<file path="config.mk">
export PLATFORM = sky130hd
export DESIGN_NAME = gamepad_stick_deadzone_hat_encoder
export DESIGN_NICKNAME = d
export VERILOG_FILES = /design/src/hdl/gshe_pkg.sv /design/src/hdl/gamepad_stick_deadzone_hat_encoder.sv /design/src/hdl/gshe_cfg.sv /design/src/hdl/gshe_lane.sv /design/src/hdl/gshe_hat.sv
export SDC_FILE = /design/constraint.sdc
export NUM_CORES = 2
export LEC_CHECK = 0
export BUFFER_PORTS_ARGS = -buffer_cell sky130_fd_sc_hd__buf_2
export CORE_ASPECT_RATIO = 2
export CORE_UTILIZATION = 55
export CTS_CLUSTER_SIZE = 30
export DETAILED_ROUTE_END_ITERATION = 16
export GPL_TIMING_DRIVEN = 0
export PLACE_DENSITY_LB_ADDON = 0.05
export SETUP_SLACK_MARGIN = 0.5
export SYNTH_ARGS = -nofsm -noshare
export SYNTH_HDL_FRONTEND = slang
export SYNTH_SLANG_ARGS = --single-unit
</file>
<file path="constraint.sdc">
create_clock -name clk -period 9.75 [get_ports clk]
set_input_delay 1.95 -clock clk [delete_from_list [all_inputs] [get_ports clk]]
set_output_delay 1.95 -clock clk [all_outputs]
set_load 0.1 [all_outputs]
</file>
<file path="src/hdl/gshe_pkg.sv">
// gshe_pkg: shared widths, register indexes, reset values, hat codes and
// the configuration bundle type for the stick conditioner.
// No dependencies.
`timescale 1ns / 1ps
package gshe_pkg;

  localparam int AXIS_W      = 8;
  localparam int DZ_W        = 7;
  localparam int GAIN_W      = 11;
  localparam int HAT_W       = 4;
  localparam int CFG_IDX_W   = 2;
  localparam int CFG_DATA_W  = 11;

  // reciprocal of (128 - deadzone), rounded up, scaled by 2^RECIP_K
  localparam int RECIP_K     = 21;
  localparam int RECIP_W     = RECIP_K + 1;
  // pm*128*recip >> 21 == pm*recip >> 14
  localparam int RECIP_SHIFT = RECIP_K - 7;
  localparam int DZ_DEPTH    = 1 << DZ_W;

  localparam logic [CFG_IDX_W-1:0] CFG_DEADZONE     = 2'd0;
  localparam logic [CFG_IDX_W-1:0] CFG_SCALE_ENABLE = 2'd1;
  localparam logic [CFG_IDX_W-1:0] CFG_RADIUS_GAIN  = 2'd2;

  localparam logic [DZ_W-1:0]   DEADZONE_RST     = 7'd11;
  localparam logic              SCALE_ENABLE_RST = 1'b1;
  localparam logic [GAIN_W-1:0] RADIUS_GAIN_RST  = 11'd256;

  localparam logic [HAT_W-1:0] HAT_UP         = 4'd0;
  localparam logic [HAT_W-1:0] HAT_UP_RIGHT   = 4'd1;
  localparam logic [HAT_W-1:0] HAT_RIGHT      = 4'd2;
  localparam logic [HAT_W-1:0] HAT_DOWN_RIGHT = 4'd3;
  localparam logic [HAT_W-1:0] HAT_DOWN       = 4'd4;
  localparam logic [HAT_W-1:0] HAT_DOWN_LEFT  = 4'd5;
  localparam logic [HAT_W-1:0] HAT_LEFT       = 4'd6;
  localparam logic [HAT_W-1:0] HAT_UP_LEFT    = 4'd7;
  localparam logic [HAT_W-1:0] HAT_CENTERED   = 4'd8;

  typedef struct packed {
    logic [DZ_W-1:0]    deadzone;
    logic               scale_enable;
    logic [GAIN_W-1:0]  radius_gain;
    logic [RECIP_W-1:0] recip;
  } gshe_cfg_t;

endpackage

</file>
<file path="src/hdl/gamepad_stick_deadzone_hat_encoder.sv">
// Gamepad stick conditioner and hat encoder, top level.
// Uses gshe_pkg, gshe_cfg, gshe_lane (x4) and gshe_hat.
//
// Usage:
//  - Input: drive the four stick axes and d-pad lines with start high; the
//    beat is taken at a rising edge where start is high and busy is low.
//    busy is only high during reset, so a beat can enter every cycle.
//  - Output: each beat yields one result, shown with out_strobe high for
//    exactly one cycle once it has passed the stage 1, stage 2 and output
//    registers. The receiver cannot stall; results are never held back.
//  - Throughput 1 beat per cycle: stage 1 removes the deadzone, stage 2
//    rescales by a reciprocal multiply, stage 3 applies the radius gain
//    and lands in the output register.
//  - Configuration: cfg_we writes register cfg_index (0 deadzone,
//    1 scale_enable, 2 radius_gain) from cfg_data; other indexes are
//    ignored. Write only while no beat is in flight.
//  - Reset (rst_n low, synchronous) restores deadzone 11, scaling on and
//    gain 256, and clears the in-flight strobes.
`timescale 1ns / 1ps
module gamepad_stick_deadzone_hat_encoder import gshe_pkg::*; (
  input  logic                  clk,
  input  logic                  rst_n,
  input  logic                  start,
  output logic                  busy,
  input  logic [AXIS_W-1:0]     in_left_x,
  input  logic [AXIS_W-1:0]     in_left_y,
  input  logic [AXIS_W-1:0]     in_right_x,
  input  logic [AXIS_W-1:0]     in_right_y,
  input  logic                  in_pad_left,
  input  logic                  in_pad_right,
  input  logic                  in_pad_down,
  input  logic                  in_pad_up,
  input  logic                  cfg_we,
  input  logic [CFG_IDX_W-1:0]  cfg_index,
  input  logic [CFG_DATA_W-1:0] cfg_data,
  output logic                  out_strobe,
  output logic [AXIS_W-1:0]     out_lx,
  output logic [AXIS_W-1:0]     out_ly,
  output logic [AXIS_W-1:0]     out_rx,
  output logic [AXIS_W-1:0]     out_ry,
  output logic [HAT_W-1:0]      out_hat_code
);

  gshe_cfg_t cfg;

  // four axis lanes side by side
  logic [AXIS_W-1:0] lane_raw [4];
  logic [AXIS_W-1:0] lane_val [4];
  logic [HAT_W-1:0]  hat;

  // beat tracking: one bit per pipeline stage
  logic       busy_r;
  logic [2:0] vld_r, vld_nxt;
  logic       accept;

  // merged result register
  logic [AXIS_W-1:0] lx_r, ly_r, rx_r, ry_r;
  logic [HAT_W-1:0]  hat_r;

  gshe_cfg u_cfg (
    .clk       (clk),
    .rst_n     (rst_n),
    .cfg_we    (cfg_we),
    .cfg_index (cfg_index),
    .cfg_data  (cfg_data),
    .cfg       (cfg)
  );

  assign lane_raw[0] = in_left_x;
  assign lane_raw[1] = in_left_y;
  assign lane_raw[2] = in_right_x;
  assign lane_raw[3] = in_right_y;

  for (genvar i = 0; i < 4; i++) begin : g_lane
    gshe_lane u_lane (
      .clk   (clk),
      .cfg   (cfg),
      .raw   (lane_raw[i]),
      .value (lane_val[i])
    );
  end

  gshe_hat u_hat (
    .clk       (clk),
    .pad_left  (in_pad_left),
    .pad_right (in_pad_right),
    .pad_down  (in_pad_down),
    .pad_up    (in_pad_up),
    .hat       (hat)
  );

  assign accept  = start && !busy_r;
  assign vld_nxt = {vld_r[1:0], accept};

  always_ff @(posedge clk) begin
    if (!rst_n) begin
      busy_r <= 1'b1;
      vld_r  <= '0;
    end else begin
      busy_r <= 1'b0;
      vld_r  <= vld_nxt;
    end
  end

  // merge: Y axes inverted (255 - v is a bitwise complement)
  always_ff @(posedge clk) begin
    lx_r  <= lane_val[0];
    ly_r  <= ~lane_val[1];
    rx_r  <= lane_val[2];
    ry_r  <= ~lane_val[3];
    hat_r <= hat;
  end

  assign busy         = busy_r;
  assign out_strobe   = vld_r[2];
  assign out_lx       = lx_r;
  assign out_ly       = ly_r;
  assign out_rx       = rx_r;
  assign out_ry       = ry_r;
  assign out_hat_code = hat_r;

endmodule

</file>
<file path="src/hdl/gshe_cfg.sv">
// gshe_cfg: configuration registers plus the registered reciprocal of
// (128 - deadzone) used by the lanes' rescale multiply. Depends on gshe_pkg.
`timescale 1ns / 1ps
module gshe_cfg import gshe_pkg::*; (
  input  logic                  clk,
  input  logic                  rst_n,
  input  logic                  cfg_we,
  input  logic [CFG_IDX_W-1:0]  cfg_index,
  input  logic [CFG_DATA_W-1:0] cfg_data,
  output gshe_cfg_t             cfg
);

  logic [DZ_W-1:0]    deadzone_r,     deadzone_nxt;
  logic               scale_enable_r, scale_enable_nxt;
  logic [GAIN_W-1:0]  radius_gain_r,  radius_gain_nxt;
  logic [RECIP_W-1:0] recip_r,        recip_nxt;
  logic [RECIP_W-1:0] recip_tbl [DZ_DEPTH];

  for (genvar i = 0; i < DZ_DEPTH; i++) begin : g_recip
    localparam int unsigned DivC   = DZ_DEPTH - i;
    localparam int unsigned RecipC = ((1 << RECIP_K) + DivC - 1) / DivC;
    assign recip_tbl[i] = RECIP_W'(RecipC);
  end

  always_comb begin
    deadzone_nxt     = deadzone_r;
    scale_enable_nxt = scale_enable_r;
    radius_gain_nxt  = radius_gain_r;
    if (cfg_we) begin
      unique case (cfg_index)
        CFG_DEADZONE:     deadzone_nxt     = cfg_data[DZ_W-1:0];
        CFG_SCALE_ENABLE: scale_enable_nxt = cfg_data[0];
        CFG_RADIUS_GAIN:  radius_gain_nxt  = cfg_data[GAIN_W-1:0];
        default: ;  // unknown index: ignored
      endcase
    end
    recip_nxt = recip_tbl[deadzone_r];
  end

  always_ff @(posedge clk) begin
    if (!rst_n) begin
      deadzone_r     <= DEADZONE_RST;
      scale_enable_r <= SCALE_ENABLE_RST;
      radius_gain_r  <= RADIUS_GAIN_RST;
    end else begin
      deadzone_r     <= deadzone_nxt;
      scale_enable_r <= scale_enable_nxt;
      radius_gain_r  <= radius_gain_nxt;
    end
    recip_r <= recip_nxt;
  end

  assign cfg.deadzone     = deadzone_r;
  assign cfg.scale_enable = scale_enable_r;
  assign cfg.radius_gain  = radius_gain_r;
  assign cfg.recip        = recip_r;

endmodule

</file>
<file path="src/hdl/gshe_lane.sv">
// gshe_lane: one axis conditioner, two register stages (deadzone, rescale)
// followed by the radius gain in front of the output register.
// Depends on gshe_pkg.
`timescale 1ns / 1ps
module gshe_lane import gshe_pkg::*; (
  input  logic              clk,
  input  gshe_cfg_t         cfg,
  input  logic [AXIS_W-1:0] raw,
  output logic [AXIS_W-1:0] value
);

  localparam int PROD_W = AXIS_W + RECIP_W;
  localparam int GPROD_W = AXIS_W + GAIN_W;

  // stage 1: deadzone
  logic [AXIS_W-1:0] mag;
  logic              dead;
  logic              s1_dead_r, s1_neg_r;
  logic [AXIS_W-1:0] s1_pm_r;

  // stage 2: rescale
  logic [PROD_W-1:0] prod;
  logic [AXIS_W-1:0] quo, scaled, mag2;
  logic              s2_neg_r;
  logic [AXIS_W-1:0] s2_mag_r;

  // stage 3: radius gain
  logic [GPROD_W-1:0] gprod;
  logic [6:0]         gmag;

  always_comb begin
    // offset magnitude from center, 1..128 below center
    mag  = raw[7] ? {1'b0, raw[6:0]} : (8'd128 - raw);
    dead = (mag <= {1'b0, cfg.deadzone});
  end

  always_ff @(posedge clk) begin
    s1_dead_r <= dead;
    s1_neg_r  <= ~raw[7];
    s1_pm_r   <= mag - {1'b0, cfg.deadzone};
  end

  always_comb begin
    prod   = PROD_W'(s1_pm_r) * PROD_W'(cfg.recip);
    quo    = prod[RECIP_SHIFT +: AXIS_W];
    // only the positive side clamps; full negative deflection keeps 128
    scaled = (quo[7] && !s1_neg_r) ? 8'd127 : quo;
    mag2   = cfg.scale_enable ? scaled : s1_pm_r;
    if (s1_dead_r) mag2 = '0;
  end

  always_ff @(posedge clk) begin
    s2_neg_r <= s1_neg_r;
    s2_mag_r <= mag2;
  end

  always_comb begin
    gprod = GPROD_W'(s2_mag_r) * GPROD_W'(cfg.radius_gain);
    gmag  = (gprod[GPROD_W-1:14] != '0) ? 7'd127 : gprod[13:7];
    value = s2_neg_r ? (8'd128 - {1'b0, gmag}) : (8'd128 + {1'b0, gmag});
  end

endmodule

</file>
<file path="src/hdl/gshe_hat.sv">
// gshe_hat: d-pad to hat code encoder, registered twice to line up with
// the axis lanes. Depends on gshe_pkg.
`timescale 1ns / 1ps
module gshe_hat import gshe_pkg::*; (
  input  logic             clk,
  input  logic             pad_left,
  input  logic             pad_right,
  input  logic             pad_down,
  input  logic             pad_up,
  output logic [HAT_W-1:0] hat
);

  logic [HAT_W-1:0] code;
  logic [HAT_W-1:0] s1_hat_r, s2_hat_r;

  always_comb begin
    if (pad_right && !pad_left)
      code = pad_up ? HAT_UP_RIGHT : (pad_down ? HAT_DOWN_RIGHT : HAT_RIGHT);
    else if (pad_left && !pad_right)
      code = pad_up ? HAT_UP_LEFT : (pad_down ? HAT_DOWN_LEFT : HAT_LEFT);
    else if (pad_down && !pad_up)
      code = HAT_DOWN;
    else if (pad_up && !pad_down)
      code = HAT_UP;
    else
      code = HAT_CENTERED;
  end

  always_ff @(posedge clk) begin
    s1_hat_r <= code;
    s2_hat_r <= s1_hat_r;
  end

  assign hat = s2_hat_r;

endmodule

</file>
==> flow_metrics.env <==
export IMPL_fp_row_count=131
export IMPL_start_util=0.556
export IMPL_finalCritPeriodShare=0.831
export IMPL_overflow=0
export IMPL_cts_made_buffers=17
export IMPL_ys_async_sr_fraction=0
export IMPL_slew_headroom=0.118
export IMPL_routedWlPerCell_um=25.5
export IMPL_min_period_ns=8.10
export IMPL_regArea_sq_mm=0.00330
export IMPL_cts_sinks=165
export IMPL_grt_pass1_vias=33000
export IMPL_dp_hpwl_um=107000
export IMPL_clockPowerShare=0.063
export IMPL_cap_violations=0
export IMPL_p_sw_frac=0.555
export IMPL_skew_ns=0.0141
export IMPL_portBuffers=86
export IMPL_critical_path_class="register to register"
export IMPL_crit_arrival_ns=8.51
export IMPL_p_sw_mw=5.94
export IMPL_drv_slew=0
export IMPL_crit_path_start_kind="register"
export IMPL_yosys_area_top_type_share=0.337
export IMPL_pwr_share_seq=0.101
export IMPL_dp_cells=5054
export IMPL_finalWorstSetupSlack_ns=1.65
export IMPL_fin_setup_tns_ns=0
export IMPL_syn_area_per_cell_sq_um=8.48
export IMPL_cts_tree="built"
export IMPL_synth_edff_count=0
export IMPL_route_detailed_drc=0
export IMPL_drt_iter0_drc=1650
export IMPL_p_comb_frac=0.836
export IMPL_final_cell_mix="inv_1, fa_1, and2_1"
export IMPL_syn_num_nets=5123
export IMPL_syn_area_sq_mm=0.0354
export IMPL_setup_viol=0
export IMPL_fin_util=0.587
export IMPL_grt_usage=0.414
export IMPL_path_max_fanout=10
export IMPL_synth_top_cell_by_area="fa_1"
export IMPL_post_cts_buffers=0
export IMPL_required_ns=10.16
export IMPL_firstDrtPassIters=5
export IMPL_die_y_um=361
export IMPL_stdcell_area_sq_mm=0.0374
export IMPL_grt_pass1_wl_um=195000
export IMPL_core_sq_mm=0.0636
export IMPL_clk_path_buf_depth=2
export IMPL_ys_warn_count=0
export IMPL_via_per_inst=5.91
export IMPL_antenna_left=0
export IMPL_cts_hold_buf=0
export IMPL_final_hold_viol_count=0
export IMPL_slowest_stage="dfxtp_1"
export IMPL_layoutNonFillerInstCount=5089
export IMPL_p_leak_nw=17.2
export IMPL_p_int_mw=4.77
export IMPL_gp_congestion=1.07
export IMPL_status="finished, final reports clean"
export IMPL_multi_input_area_sq_mm=0.0287
export IMPL_synthCells=4170
export IMPL_syn_to_final_growth_pct=5.65
export IMPL_synthTopCellsByArea="fa_1, ha_1, and2_1"
export IMPL_wl_um=130000
export IMPL_dpl_cell_area_sq_mm=0.0368
export IMPL_path_buf_inv=7
export IMPL_ys_types=89
export IMPL_ioPinCount=91
export IMPL_power_density_mw_per_mm2=287
export IMPL_cts_root_buf="clkbuf_16"
export IMPL_htreeDepth=4
export IMPL_synth_ff_latch_count=165
export IMPL_cts_repair_resized=0
export IMPL_max_freq_mhz=123
export IMPL_finalPower_mw=10.7
export IMPL_path_clk_slew_ns=0.07
export IMPL_critical_path_top_delay_family="adder cells"
export IMPL_crit_path_end_kind="register"
export IMPL_postSynth_topFlopCell="dfxtp_1"
export IMPL_antenna_found_initial=4
export IMPL_die_area_sq_mm=0.0654
export IMPL_fillCellCount=5943
export IMPL_layout_drive_gt1_share=0.0424
export IMPL_clk_latency_ns=0.52
export IMPL_layout_cells_most_common="inv_1"
export IMPL_ir_worst_vdd_mv=0.248
export IMPL_worst_slew_pin_slew_ns=1.32
export IMPL_slowest_delay_ns=0.78
export IMPL_pre_cts_ws_ns=1.74
export IMPL_holdWs_ns=0.327
export IMPL_vias=30100
export IMPL_fin_nets=5228
export IMPL_rsz0062_at_grt="no"
export IMPL_hold_class="register to register"
export IMPL_chipWidth_um=181
export IMPL_ys_seq_area_frac=0.0934
export IMPL_grt_start_max_net_pins=21
-- cell usage after synthesis (all sizes together) (7+ instances only) --
cell type  count
o211ai        26
xor2          62
and2         580
mux2i         19
a31oi         34
inv          621
dfxtp        165
nand3b         7
a211oi        27
o31ai         14
a211o          9
nor2b         26
clkbuf       236
nand2b        16
o21a          19
fa           596
mux2          11
o21ai        112
o21bai        13
ha           304
o22ai         14
nand2        484
nor3b          9
a21o          31
xnor2        108
and3          18
nor2         180
buf           26
a311oi        25
a21oi        178
a221oi        10
nand3         38
or2           13
nand4         23
nor3          35
-- worst paths after layout --
kind	from	to	cells past startpoint	slack (ns)
min reg2reg	u_hat.s1_hat_r[2]	u_hat.hat[2]	0	0.33
max reg2reg	u_cfg.radius_gain_r[1]	out_lx[4]	26	1.65
max	u_cfg.radius_gain_r[1]	out_lx[4]	26	1.65
min	u_hat.s1_hat_r[2]	u_hat.hat[2]	0	0.33
-- final cells by class --
type | instances | area share
clock buffers | 18 | 0.0118
diodes | 3 | 0.000201
multi-input cells | 3119 | 0.769
well taps | 798 | 0.0267
clock inverters | 14 | 0.00305
inverters | 624 | 0.0627
plain buffers | 262 | 0.0271
repair buffers | 86 | 0.0115
flip-flops and latches | 165 | 0.0884
-- routing by layer --
metal / wire, um / vias to the layer above / track usage
met3: 7030 / 687 / 0.0803
met1: 38800 / 14900 / 0.360
met4: 17600 / 0 / 0.459
li1: - / 13300 / -
met2: 66300 / 1221 / 0.746
met5: 0 / - / 0
-- power by group through the flow --
stage                     Clock (mW)  Sequential, mW  Combinational [mW]
after global routing           0.717            1.09                10.1
after detailed placement           0            1.09                8.86
after floorplan                    0            1.46                6.27
after CTS                      0.688            1.07                8.93
after global placement             0            1.09                8.70
final                          0.680            1.08                8.96
-- logic make-up (layout without fill, tap and decap cells) --
| group | Yosys count | count (layout) | synth area share |
|---|---|---|---|
| DFF | 165 | 165 | 0.0934 |
| other | 0 | 3 | 0 |
| xor gates and xnor gates | 170 | 170 | 0.0421 |
| AOI/OAI and AO/OA | 569 | 569 | 0.106 |
| muxes | 32 | 32 | 0.0102 |
| buffers and inverters | 886 | 1004 | 0.0949 |
| adders and majority gates | 900 | 900 | 0.445 |
| and+or+nand+nor | 1448 | 1448 | 0.208 |
-- state kept, by name, summed over array words and instances (netlist names) --
signal,flops
out_ry,8
u_hat.hat,4
u_cfg.radius_gain_r,11
out_hat_code,4
g_lane.u_lane.s2_neg_r,4
u_cfg.scale_enable_r,1
out_lx,8
vld_r,3
u_hat.s1_hat_r,4
out_rx,8
g_lane.u_lane.s1_dead_r,4
g_lane.u_lane.s1_neg_r,4
u_cfg.deadzone_r,7
g_lane.u_lane.s1_pm_r,32
busy,1
g_lane.u_lane.s2_mag_r,32
out_ly,8
u_cfg.recip_r,22
(Power assumes the default switching activity.)
